## config.mk

```make
export PLATFORM = sky130hd
export DESIGN_NAME = ppfw_ram
export DESIGN_NICKNAME = d
export VERILOG_FILES = /design/src/sv/ppfw_ram.sv
export SDC_FILE = /design/constraint.sdc
export NUM_CORES = 2
export LEC_CHECK = 0
export BUFFER_PORTS_ARGS = -buffer_cell sky130_fd_sc_hd__clkbuf_2
export CAP_MARGIN = 20
export CORE_MARGIN = 2
export CORE_UTILIZATION = 36
export DETAILED_ROUTE_END_ITERATION = 12
export GPL_TIMING_DRIVEN = 0
export PLACE_DENSITY_LB_ADDON = 0.1
export SYNTH_ARGS = -nofsm -noshare
export SYNTH_HDL_FRONTEND = slang
export SYNTH_SLANG_ARGS = --single-unit
```

## constraint.sdc

```tcl
create_clock -name aclk -period 3.25 [get_ports aclk]
set_clock_uncertainty 0.1 [all_clocks]
set_input_delay 0.1625 -clock aclk [delete_from_list [all_inputs] [get_ports aclk]]
set_output_delay 0.1625 -clock aclk [all_outputs]
set_load 0.02 [all_outputs]
```

## src/sv/ppfw_ram.sv

```systemverilog
// Generic single-port synchronous RAM with registered read.
`default_nettype none
module ppfw_ram #(
    parameter int WIDTH = 32,
    parameter int DEPTH = 64
) (
    input  wire logic                     aclk,
    input  wire logic                     we,
    input  wire logic [$clog2(DEPTH)-1:0] addr,
    input  wire logic [WIDTH-1:0]         wdata,
    output logic      [WIDTH-1:0]         rdata
);
    logic [WIDTH-1:0] mem [DEPTH];

    always_ff @(posedge aclk) begin
        if (we) begin
            mem[addr] <= wdata;
        end
        rdata <= mem[addr];
    end
endmodule
`default_nettype wire

```

==> out/metrics.yaml <==
routing:
  routed_wl_um: 264000
  drcViolationCount: 0
  first_pass_iters: 6
  wire_per_inst_um: 34.0
  drt-initial-drc-count: 5207
  antenna_left: 0
  post_drt_via_cell_ratio: 5.71
  vias: 44400
yosys:
  yosysMostFrequentCell: "edfxtp_1"
  synth.net_count: 4279
  synth_cell_types: 56
  synth.top_cell.area_share_pct: 77.9
  yosys_register_bits: 2080
  ys_seq_area_share_pct: 78.7
  synth-edff-count: 2048
  synth_top_area_cell: "edfxtp_1"
  synth_cells: 4239
  postSynthAreaPerCell_um2: 18.6
  async_reset_ff_share_pct: 0
  ys_top_cells_by_area: "edfxtp_1, mux2i_1, mux4_2, mux2_2, a221oi_1"
  ys.flop_type: "edfxtp_1"
  synth_commonest_cells: "edfxtp_1, mux2i_1, a22oi_1"
  synth_warnings: 0
  syn_area_um2: 78900
setup_path:
  path_cells: "buf_6, buf_12, buf_6, buf_2, buf_4, buf_4, buf_6, buf_2, nor2_1, nand2_1, nand3_1, a2111oi_1, nand4_1"
  cpMostUsedCell: "buf_6"
  crit_fanout: 10
  crit_path_end_kind: "flip-flop"
  critPathTopFamily: "buffers and inverters"
  cp_slowest_stage_delay_ns: 0.56
  crit_type: "in -> reg"
  cp.arrival_ns: 3.84
  cp.required_ns: 3.78
  start_kind: "primary input"
  cp_num_buf_inv: 8
  slowest_stage: "a2111oi_1"
power_and_ir_drop:
  p_per_area_nw_per_um2: 616
  p_leak_nw: 30.1
  ir_drop_uv: 596
placement:
  place_congestion: 0.844
  port_buffers: 70
  hpwl_um: 176000
  place_ws_ns: -2.14
final_layout:
  drive_gt1_share_pct: 21.0
  synthToLayoutAreaGrowth_pct: 18.9
  nets: 4754
sta:
  worstMarginPinSlew_ns: 1.19
  post-route-min-period_ns: 3.32
  max_freq_mhz: 301
  finalMaxSlewViolations: 0
  setup_viol: 8
  final-hold-violation-count: 0
  finalWorstSetupSlack_ns: -0.0686
  max_slew_margin_pct: 20.7
  grt_setup_unrepaired: "false"
  fin_crit_sh_pct: 102
  hold_ws_ns: 0.0192
floorplanning:
  ios: 72
  die_x_um: 472
  core_um2: 218000
  die_y_um: 472
  initial_core_util_pct: 36.3
  die_area_um2: 223000
  std_cell_rows: 171
flow_run:
  cap_viol_max_count: 0
global_routing:
  grt_antenna_before_repair: 21
  grt_overflow: 0
  use_met2_pct: 38.2
  grt.busiest_layer: "met2"
  grt_use_met3_pct: 4.38
  grtUsageTotal_pct: 23.4
  grt_pass1_vias: 44100
  grt_use_met1_pct: 31.3
  grt_pass1_wl_um: 362000
  grt_max_degree: 65
clock_tree:
  clk_latency_ns: 0.87
  cts-root-buf: "clkbuf_16"
  cts_htree_levels: 4
  cts_buffer_depth: 3
  cts_made_buffers: 220
  clk_pin_slew_ns: 0.06
  cts_tree: "built"
  cts.sinks: 2080
outcome:
  status: "finished with violations"
  violations: "setup timing"
min_path:
  hold_path_class: "in -> reg"
kinds of logic (layout without fill, tap and decap cells):
logic type | Yosys count | in the layout | synth area share [%]
DFF | 2080 | 2080 | 78.7
AOI/OAI and AO/OA | 933 | 933 | 8.66
muxes | 502 | 502 | 8.12
and+or+nand+nor | 424 | 424 | 2.81
buffers and inverters | 300 | 968 | 1.68
other | 0 | 16 | 0
flip-flops by register name, indices dropped and copies added, names as in the netlist:
name,count
mem,2048
rdata,32
layer usage:
layer | share of wire, % | vias to the layer above
met5 | 0.015 | -
met4 | 3.6 | 6
met3 | 6.9 | 398
met2 | 48 | 1809
met1 | 42 | 23500
li1 | - | 18700
power by group:
group / switching, mW / leakage [nW] / internal, mW
Clock: 10.6 / 3.43 / 13.9
Sequential: 0.0659 / 18.7 / 29.7
Combinational: 2.53 / 8.00 / 1.01
path summary, 6_finish.rpt:
kind	from	end	slack (ns)	depth (start not counted)
worst min-delay path	wdata[26]	mem[27][26]	0.02	1
worst max-delay path	addr[0]	rdata[0]	-0.07	13
worst min register to register	mem[58][16]	rdata[16]	0.55	4
worst max register to register	mem[31][17]	rdata[17]	0.12	5
stage by stage:
stage	utilization, %	TNS, ns	power, mW	area [um^2]	instances
final	43.1	-0.281	57.8	93800	7777
after global routing	43.1	0	59.5	93800	7768
after CTS	42.9	0	58.3	93400	7736
after detailed placement	39.2	-3420.81	33.8	85400	7266
after global placement	38.1	-7394.90	33.7	82800	7163
after floorplan	-	-503.77	31.8	78900	4239
what timing repair did:
action / in CTS / in global routing
cloned: 0 / 0
pin swaps: 33 / 11
hold buffers: 13 / 1
setup buffers: 44 / 19
gates resized for setup: 84 / 19
hold endpoints to repair: 688 / 64
setup endpoints to repair: 2080 / 233
area by class of cell:
class / instances / area, um^2
antenna: 16 / 40.0
buffer: 295 / 1430
clock buffer: 278 / 5870
clock inverter: 137 / 1090
fill: 19100 / 124000
inverter: 2 / 7.51
multi-input combinational: 1859 / 16200
sequential: 2080 / 62100
tap: 2854 / 3570
timing repair buffer: 256 / 3480
layout by cell type, fill, tap and decap left out, drive strengths merged, types with 4 or more instances in the layout:
| cell | Yosys | layout |
|---|---|---|
| nor2 | 145 | 145 |
| inv | 2 | 10 |
| a22oi | 188 | 188 |
| o221ai | 6 | 6 |
| a22o | 66 | 66 |
| edfxtp | 2048 | 2048 |
| bufinv | 0 | 14 |
| or3 | 4 | 4 |
| a21oi | 121 | 121 |
| buf | 129 | 297 |
| nand2b | 18 | 18 |
| or4b | 14 | 14 |
| clkbuf | 169 | 517 |
| mux4 | 96 | 96 |
| a211oi | 17 | 17 |
| mux2i | 259 | 259 |
| and3 | 85 | 85 |
| and2 | 5 | 5 |
| o21ai | 85 | 85 |
| nor2b | 8 | 8 |
| a221oi | 175 | 175 |
| or4 | 15 | 15 |
| dlygate4sd3 | 0 | 14 |
| mux2 | 147 | 147 |
| o22ai | 93 | 93 |
| a222oi | 16 | 16 |
| diode | 0 | 16 |
| nand2 | 28 | 28 |
| clkinv | 0 | 112 |
| o22a | 70 | 70 |
| o2bb2ai | 15 | 15 |
| nand3 | 54 | 54 |
| a31oi | 43 | 43 |
| a2111oi | 15 | 15 |
| a221o | 15 | 15 |
| nor3 | 22 | 22 |
| dfxtp | 32 | 32 |
| nor4 | 14 | 14 |
Note: power is estimated with default switching activity, not from simulation.
