[src/sv/ppfw_div.sv]
// Iterative signed divider, one quotient bit per cycle, truncating toward zero.
`default_nettype none
module ppfw_div #(
    parameter int NW = 64,
    parameter int DW = 64
) (
    input  wire logic                 aclk,
    input  wire logic                 aresetn,
    input  wire logic                 start,
    input  wire logic signed [NW-1:0] num,
    input  wire logic signed [DW-1:0] den,
    output logic                      done,
    output logic signed [NW-1:0]      quo,
    output logic signed [NW-1:0]      rem
);
    localparam int CW = $clog2(NW + 1);

    logic [NW-1:0] q_reg;
    logic [DW:0]   r_reg;
    logic [DW-1:0] d_reg;
    logic [CW-1:0] cnt_reg;
    logic          busy_reg;
    logic          qneg_reg;
    logic          rneg_reg;
    logic [DW:0]   trial;
    logic [DW:0]   shifted;

    always_comb begin
        shifted = {r_reg[DW-1:0], q_reg[NW-1]};
        trial   = shifted - {1'b0, d_reg};
    end

    always_ff @(posedge aclk) begin
        if (!aresetn) begin
            busy_reg <= 1'b0;
            done     <= 1'b0;
        end else begin
            done <= 1'b0;
            if (start) begin
                busy_reg <= 1'b1;
                cnt_reg  <= CW'(NW);
            end else if (busy_reg) begin
                cnt_reg <= cnt_reg - 1'b1;
                if (cnt_reg == CW'(1)) begin
                    busy_reg <= 1'b0;
                    done     <= 1'b1;
                end
            end
        end
    end

    always_ff @(posedge aclk) begin
        if (start) begin
            q_reg    <= num[NW-1] ? NW'(-num) : num;
            d_reg    <= den[DW-1] ? DW'(-den) : den;
            r_reg    <= '0;
            qneg_reg <= num[NW-1] ^ den[DW-1];
            rneg_reg <= num[NW-1];
        end else if (busy_reg) begin
            if (!trial[DW]) begin
                r_reg <= trial;
                q_reg <= {q_reg[NW-2:0], 1'b1};
            end else begin
                r_reg <= shifted;
                q_reg <= {q_reg[NW-2:0], 1'b0};
            end
        end
    end

    assign quo = qneg_reg ? NW'(-q_reg) : q_reg;
    assign rem = rneg_reg ? NW'(-r_reg[DW-1:0]) : NW'(r_reg[DW-1:0]);
endmodule
`default_nettype wire

[config.mk]
export PLATFORM = sky130hd
export DESIGN_NAME = ppfw_div
export DESIGN_NICKNAME = d
export VERILOG_FILES = /design/src/sv/ppfw_div.sv
export SDC_FILE = /design/constraint.sdc
export NUM_CORES = 1
export LEC_CHECK = 0
export BUFFER_PORTS_ARGS = -buffer_cell sky130_fd_sc_hd__buf_2
export CAP_MARGIN = 15
export CORE_MARGIN = 5
export CORE_UTILIZATION = 35
export DETAILED_ROUTE_END_ITERATION = 8
export HOLD_SLACK_MARGIN = 0.02
export PLACE_DENSITY = 0.64
export SLEW_MARGIN = 20
export SYNTH_ARGS = -nofsm -noshare
export SYNTH_HDL_FRONTEND = slang
export SYNTH_SLANG_ARGS = --single-unit
export TNS_END_PERCENT = 50
[constraint.sdc]
create_clock -name aclk -period 6.1 [get_ports aclk]
set_input_delay 0.915 -clock aclk [delete_from_list [all_inputs] [get_ports aclk]]
set_output_delay 0.915 -clock aclk [all_outputs]
set_load 0.1 [all_outputs]
==> results of run 1 <==
[power by group through the flow]
stage | Clock (W) | Sequential [W] | Combinational, W
after CTS | 0.00157 | 0.00182 | 0.00307
after global placement | 0 | 0.00184 | 0.00305
after detailed placement | 0 | 0.00185 | 0.00305
after floorplan | 0 | 0.00177 | 0.00243
final | 0.00152 | 0.00183 | 0.00309
after global routing | 0.00162 | 0.00184 | 0.00327
[final cells by class]
| type | instances | area (um^2) | share of cell area |
|---|---|---|---|
| Clock buffer | 38 | 704 | 0.0353 |
| Clock inverter | 7 | 110 | 0.00551 |
| Timing Repair Buffer | 279 | 1570 | 0.0784 |
| Tap cell | 664 | 831 | 0.0416 |
| Multi-Input combinational cell | 1702 | 11000 | 0.550 |
| Inverter | 90 | 338 | 0.0169 |
| Sequential cell | 203 | 5440 | 0.272 |
[Yosys cell counts (4+ instances only)]
cell | number | share of area
dfxtp_1 | 66 | 0.077
o41ai_1 | 37 | 0.019
or3_1 | 41 | 0.015
a21oi_1 | 172 | 0.050
buf_1 | 6 | 0.0013
inv_1 | 90 | 0.020
o21a_1 | 12 | 0.0052
a31oi_1 | 15 | 0.0055
nand3b_1 | 6 | 0.0026
or4_4 | 5 | 0.0033
nand4b_1 | 4 | 0.0020
and2_1 | 5 | 0.0018
nor3_1 | 38 | 0.011
a32oi_1 | 4 | 0.0020
nor2_1 | 196 | 0.043
nand3_1 | 23 | 0.0067
o211ai_1 | 13 | 0.0057
o21ai_0 | 138 | 0.040
nor2b_1 | 12 | 0.0044
o21bai_1 | 10 | 0.0044
nor4_1 | 14 | 0.0051
or2_2 | 18 | 0.0066
mux2_2 | 8 | 0.0052
nand4_1 | 26 | 0.0095
nand2_1 | 252 | 0.055
a211oi_1 | 11 | 0.0048
a21o_1 | 28 | 0.012
edfxtp_1 | 137 | 0.24
a21boi_0 | 6 | 0.0026
xor2_1 | 88 | 0.045
o31ai_1 | 65 | 0.028
mux2i_1 | 4 | 0.0023
and3_1 | 12 | 0.0044
nand2b_1 | 17 | 0.0062
a311oi_1 | 44 | 0.022
xnor2_1 | 216 | 0.11
ha_1 | 70 | 0.051
a221oi_1 | 4 | 0.0020
or4_1 | 47 | 0.021
clkbuf_1 | 102 | 0.022
a211o_1 | 5 | 0.0026
[critical path, cell delays in order, from the launching register on]
cell and delay, ps:
dfxtp_1 390, or4_1 590, or3_1 430, or2_2 350, or4_1 480, or4_4 510
or4_4 500, or3_4 480, o41ai_2 330, xnor2_1 240, buf_12 220
[worst paths after layout]
check	from	end	slack [ps]	depth (start not counted)
worst max-delay path	r_reg[6]$_SDFFE_PP0P_	rem[59]	130	10
worst min-delay path	r_reg[9]$_SDFFE_PP0P_	r_reg[10]$_SDFFE_PP0P_	550	2
worst max register to register	r_reg[45]$_SDFFE_PP0P_	r_reg[13]$_SDFFE_PP0P_	1420	13
worst min register to register	r_reg[9]$_SDFFE_PP0P_	r_reg[10]$_SDFFE_PP0P_	550	2
[routing by layer]
layer / wire [um] / vias to the layer above / GRT usage
met5: 0 / - / 0
met4: 1700 / 0 / 0.0618
met3: 4420 / 116 / 0.0314
met2: 25600 / 692 / 0.325
met1: 25100 / 7825 / 0.278
li1: - / 8056 / -
[per-stage QoR]
| stage | setup slack, ps | util | hold slack [ps] | std cells | total power [W] |
|---|---|---|---|---|---|
| global route | -46.4 | 0.410 | 553 | 2983 | 0.00673 |
| floorplan | 193 | - | 501 | 2109 | 0.00421 |
| CTS | 16.8 | 0.409 | 536 | 2983 | 0.00646 |
| finish | 130 | 0.410 | 552 | 2983 | 0.00643 |
| detailed placement | 337 | 0.392 | 541 | 2938 | 0.00490 |
| global placement | 354 | 0.392 | 526 | 2938 | 0.00489 |
[kinds of logic after synthesis]
| family | Yosys count | share of synthesized area |
|---|---|---|
| and+or+nand+nor | 731 | 0.205 |
| AOI/OAI and AO/OA | 584 | 0.218 |
| xor gates and xnor gates | 304 | 0.155 |
| buffers and inverters | 204 | 0.0460 |
| DFF | 203 | 0.317 |
| adders and majority gates | 71 | 0.0522 |
| muxes | 12 | 0.00758 |
==> results.sh, run 1 <==
export IMPL_placement_rows=81
export IMPL_cts_sink_cnt=203
export IMPL_clkSlewWorstSetupHoldPaths_ps=60
export IMPL_setup_repair_bufs_after_cts=0
export IMPL_die_area_um2=53600
export IMPL_vdd_ir_drop_max_mv=0.202
export IMPL_timing_critical_path_to_type="output port"
export IMPL_postCtsResizedCells=4
export IMPL_syn_area_um2=17200
export IMPL_worst_min_delay_path_category="reg2reg"
export IMPL_grt_util_all_layers=0.201
export IMPL_path_class="reg2out"
export IMPL_startpoint_type="register"
export IMPL_most_frequently_used_flop_master_after_synthesis="edfxtp_1"
export IMPL_numPortBuffers=259
export IMPL_fin_skew_ps=23.8
export IMPL_wirelength_um=56900
export IMPL_maxCapViolations=0
export IMPL_first_pass_grt_wire_length_um=88600
export IMPL_fmax_mhz=167
export IMPL_synth_net_count=2311
export IMPL_synthesis_instances=2109
export IMPL_layout_common_cells="nand2_1 (252), buf_2 (245), xnor2_1 (215)"
export IMPL_placed_cell_area_um2=19100
export IMPL_antenna_violating_nets_post_route=0
export IMPL_grt_ovfl_total=0
export IMPL_syn_avg_cell_area_um2=8.14
export IMPL_htreeDepth=1
export IMPL_drt_initial_drc_count=1200
export IMPL_mostFrequentLayoutCell="nand2_1"
export IMPL_synthesis_yosys_warnings=0
export IMPL_clock_tree_root_cell="clkbuf_16"
export IMPL_worst_pin_slew_ps=996
export IMPL_cts_tree="yes"
export IMPL_p_int_w=0.00330
export IMPL_cts_buffers_inserted=25
export IMPL_detailedRoute_firstPassIterationCount=5
export IMPL_async_reset_ff_frac=0
export IMPL_period_needed_ps=5970
export IMPL_dp_hpwl_um=43800
export IMPL_finalSetupViolations=0
export IMPL_route_detailed_drc=0
export IMPL_power_frac_seq=0.284
export IMPL_vias_in_the_first_global_route=16000
export IMPL_number_of_flip_flops_and_latches_in_the_synthesized_netlist=203
export IMPL_die_height_um=231
export IMPL_netSwitchingFraction=0.487
export IMPL_final_period_utilization=0.979
export IMPL_areaGrowthSynthToFinish_pct=16.4
export IMPL_drive_gt1_frac=0.157
export IMPL_io_pins=260
export IMPL_pwr_share_comb=0.480
export IMPL_rsz0062_at_grt="yes"
export IMPL_num_fill_cells=4899
export IMPL_vias_per_cell=5.59
export IMPL_power_net_switching_w=0.00313
export IMPL_yosys_cell_types_count=66
export IMPL_gp_routability_congestion=0.914
export IMPL_power_density_cell_area_nw_per_um2=322
export IMPL_vias=16700
export IMPL_timing_final_max_slew_violations=0
export IMPL_worst_path_arrival_ps=5060
export IMPL_synth_seq_area_share=0.317
export IMPL_finish_net_count=2503
export IMPL_cts_hold_fix_buffers=0
export IMPL_fp_coreArea_um2=48700
export IMPL_leakage_nw=7.64
export IMPL_timing_setup_tns_ps=0
export IMPL_timing_critical_path_fanout_max=8
export IMPL_critPathRequiredTime_ps=5180
export IMPL_antennaDiodeCount=0
export IMPL_antenna_found_initial=0
export IMPL_relSlewSlack=0.336
export IMPL_insertion_delay_ps=550
export IMPL_final_design_area_no_fill_um2=20000
export IMPL_clk_path_buf_depth=3
export IMPL_report_final_hold_viol_count=0
export IMPL_synth_edf_count=137
export IMPL_die_width_um=231
export IMPL_grt_max_degree=148
export IMPL_clock_power_share=0.236
export IMPL_status="finished clean"
export IMPL_avg_wl_per_cell_um=19.1
export IMPL_start_util=0.352
Power figures use the tool's default switching activity.
==> run 2: changes to the inputs <==
CELL_PAD_IN_SITES_DETAIL_PLACEMENT = 1   (was default)
CELL_PAD_IN_SITES_GLOBAL_PLACEMENT = 1   (was default)
PLACE_DENSITY = 0.79   (was 0.64)
SKIP_CTS_REPAIR_TIMING = 1   (was default)
==> results.sh, run 2 (same netlist as run 1, synthesis figures left out) <==
export IMPL_status="finished clean"
export IMPL_timing_final_max_slew_violations=0
export IMPL_cts_tree="yes"
export IMPL_vias=17300
export IMPL_multi_input_gate_area_um2=11000
export IMPL_htreeDepth=1
export IMPL_gp_routability_congestion=0.939
export IMPL_die_area_um2=53600
export IMPL_mostFrequentLayoutCell="nand2_1"
export IMPL_grt_max_degree=151
export IMPL_worstReg2RegStart="d_reg[1]$_DFFE_PP_"
export IMPL_power_density_cell_area_nw_per_um2=326
export IMPL_maxCapViolations=0
export IMPL_first_pass_grt_wire_length_um=99400
export IMPL_antennaDiodeCount=0
export IMPL_finish_utilization=0.413
export IMPL_wirelength_um=64600
export IMPL_placed_cells_incl_taps=2943
export IMPL_worst_min_delay_path_category="reg2reg"
export IMPL_drt_initial_drc_count=1232
export IMPL_worst_pin_slew_ps=1010
export IMPL_report_final_hold_viol_count=0
export IMPL_area_taken_by_flip_flops_and_latches_um2=5440
export IMPL_vdd_ir_drop_max_mv=0.215
export IMPL_relSlewSlack=0.320
export IMPL_fmax_mhz=168
export IMPL_vias_per_cell=5.78
export IMPL_antenna_violating_nets_post_route=0
export IMPL_fin_skew_ps=18.2
export IMPL_numPortBuffers=259
export IMPL_finish_net_count=2509
export IMPL_die_width_um=231
export IMPL_worst_path_arrival_ps=5030
export IMPL_die_height_um=231
export IMPL_timing_critical_path_to_type="output port"
export IMPL_cts_buffers_inserted=26
export IMPL_avg_wl_per_cell_um=21.6
export IMPL_detailedRoute_firstPassIterationCount=5
export IMPL_layout_common_cells="nand2_1 (252), buf_2 (241), xnor2_1 (213)"
export IMPL_pre_cts_slack_ps=371
export IMPL_drive_gt1_frac=0.162
export IMPL_route_detailed_drc=0
export IMPL_fp_coreArea_um2=48700
export IMPL_areaGrowthSynthToFinish_pct=17.3
export IMPL_crit_path_start="r_reg[6]$_SDFFE_PP0P_"
export IMPL_clock_tree_root_cell="clkbuf_16"
export IMPL_dp_hpwl_um=50300
export IMPL_timing_setup_tns_ps=0
export IMPL_vias_in_the_first_global_route=17700
export IMPL_timing_critical_path_fanout_max=8
export IMPL_io_pins=260
export IMPL_antenna_found_initial=3
export IMPL_leakage_nw=7.70
export IMPL_finalNonFillerCells=2991
export IMPL_r2r_setup_slack_ps=1800
export IMPL_start_util=0.352
export IMPL_fin_ws_ps=158
export IMPL_grt_util_all_layers=0.229
export IMPL_clkSlewWorstSetupHoldPaths_ps=70
export IMPL_critPathRequiredTime_ps=5180
export IMPL_finalSetupViolations=0
export IMPL_insertion_delay_ps=560
export IMPL_cts_sink_cnt=203
export IMPL_final_period_utilization=0.974
export IMPL_grt_ovfl_total=0
export IMPL_clk_path_buf_depth=3
export IMPL_num_fill_cells=5891
export IMPL_min_from="r_reg[34]$_SDFFE_PP0P_"
export IMPL_placement_rows=81
export IMPL_startpoint_type="register"
export IMPL_period_needed_ps=5940
export IMPL_path_class="reg2out"
[run 2: metrics by stage]
stage          instance area (um^2)  hold slack [ps]  total power (W)
5_1_grt                       20100              551          0.00685
3_3_place_gp                  19200              529          0.00492
3_5_place_dp                  19200              541          0.00497
6_report                      20100              563          0.00657
2_1_floorplan                 17200              501          0.00421
4_1_cts                       20000              551          0.00657
[run 2: layout make-up]
type                            instances  area share
Clock buffer                           36      0.0368
Clock inverter                         12     0.00553
Inverter                               90      0.0168
Multi-Input combinational cell       1702       0.548
Sequential cell                       203       0.270
Tap cell                              664      0.0413
Timing Repair Buffer                  284      0.0814
[run 2: critical path, stage by stage, from the launching register on]
cell and delay [ps]:
dfxtp_1 390, or4_1 580, or3_1 430, or2_2 350, or4_4 460, or4_4 490, or4_1 470, or3_4 500
o41ai_2 350, xnor2_1 220, buf_12 220
[run 2: per-layer routing]
metal,up-vias,wire length (um),GRT usage
li1,8074,-,-
met1,8488,28400,0.305
met2,619,29900,0.384
met3,104,4700,0.0403
met4,4,1680,0.0645
met5,-,29,0
[run 2: final timing paths]
| path | cells after the start | end |
|---|---|---|
| max | 10 | rem[59] |
| min | 2 | r_reg[35]$_SDFFE_PP0P_ |
| max reg2reg | 12 | r_reg[45]$_SDFFE_PP0P_ |
| min reg2reg | 2 | r_reg[35]$_SDFFE_PP0P_ |
[run 2: power by group]
group	total [W]	internal, W	switching (W)	leakage (nW)
sequential	0.00183	0.00164	0.000188	1.89
clock	0.00157	0.000929	0.000640	0.413
combinational	0.00317	0.000762	0.00241	5.40
total	0.00657	0.00333	0.00324	7.70
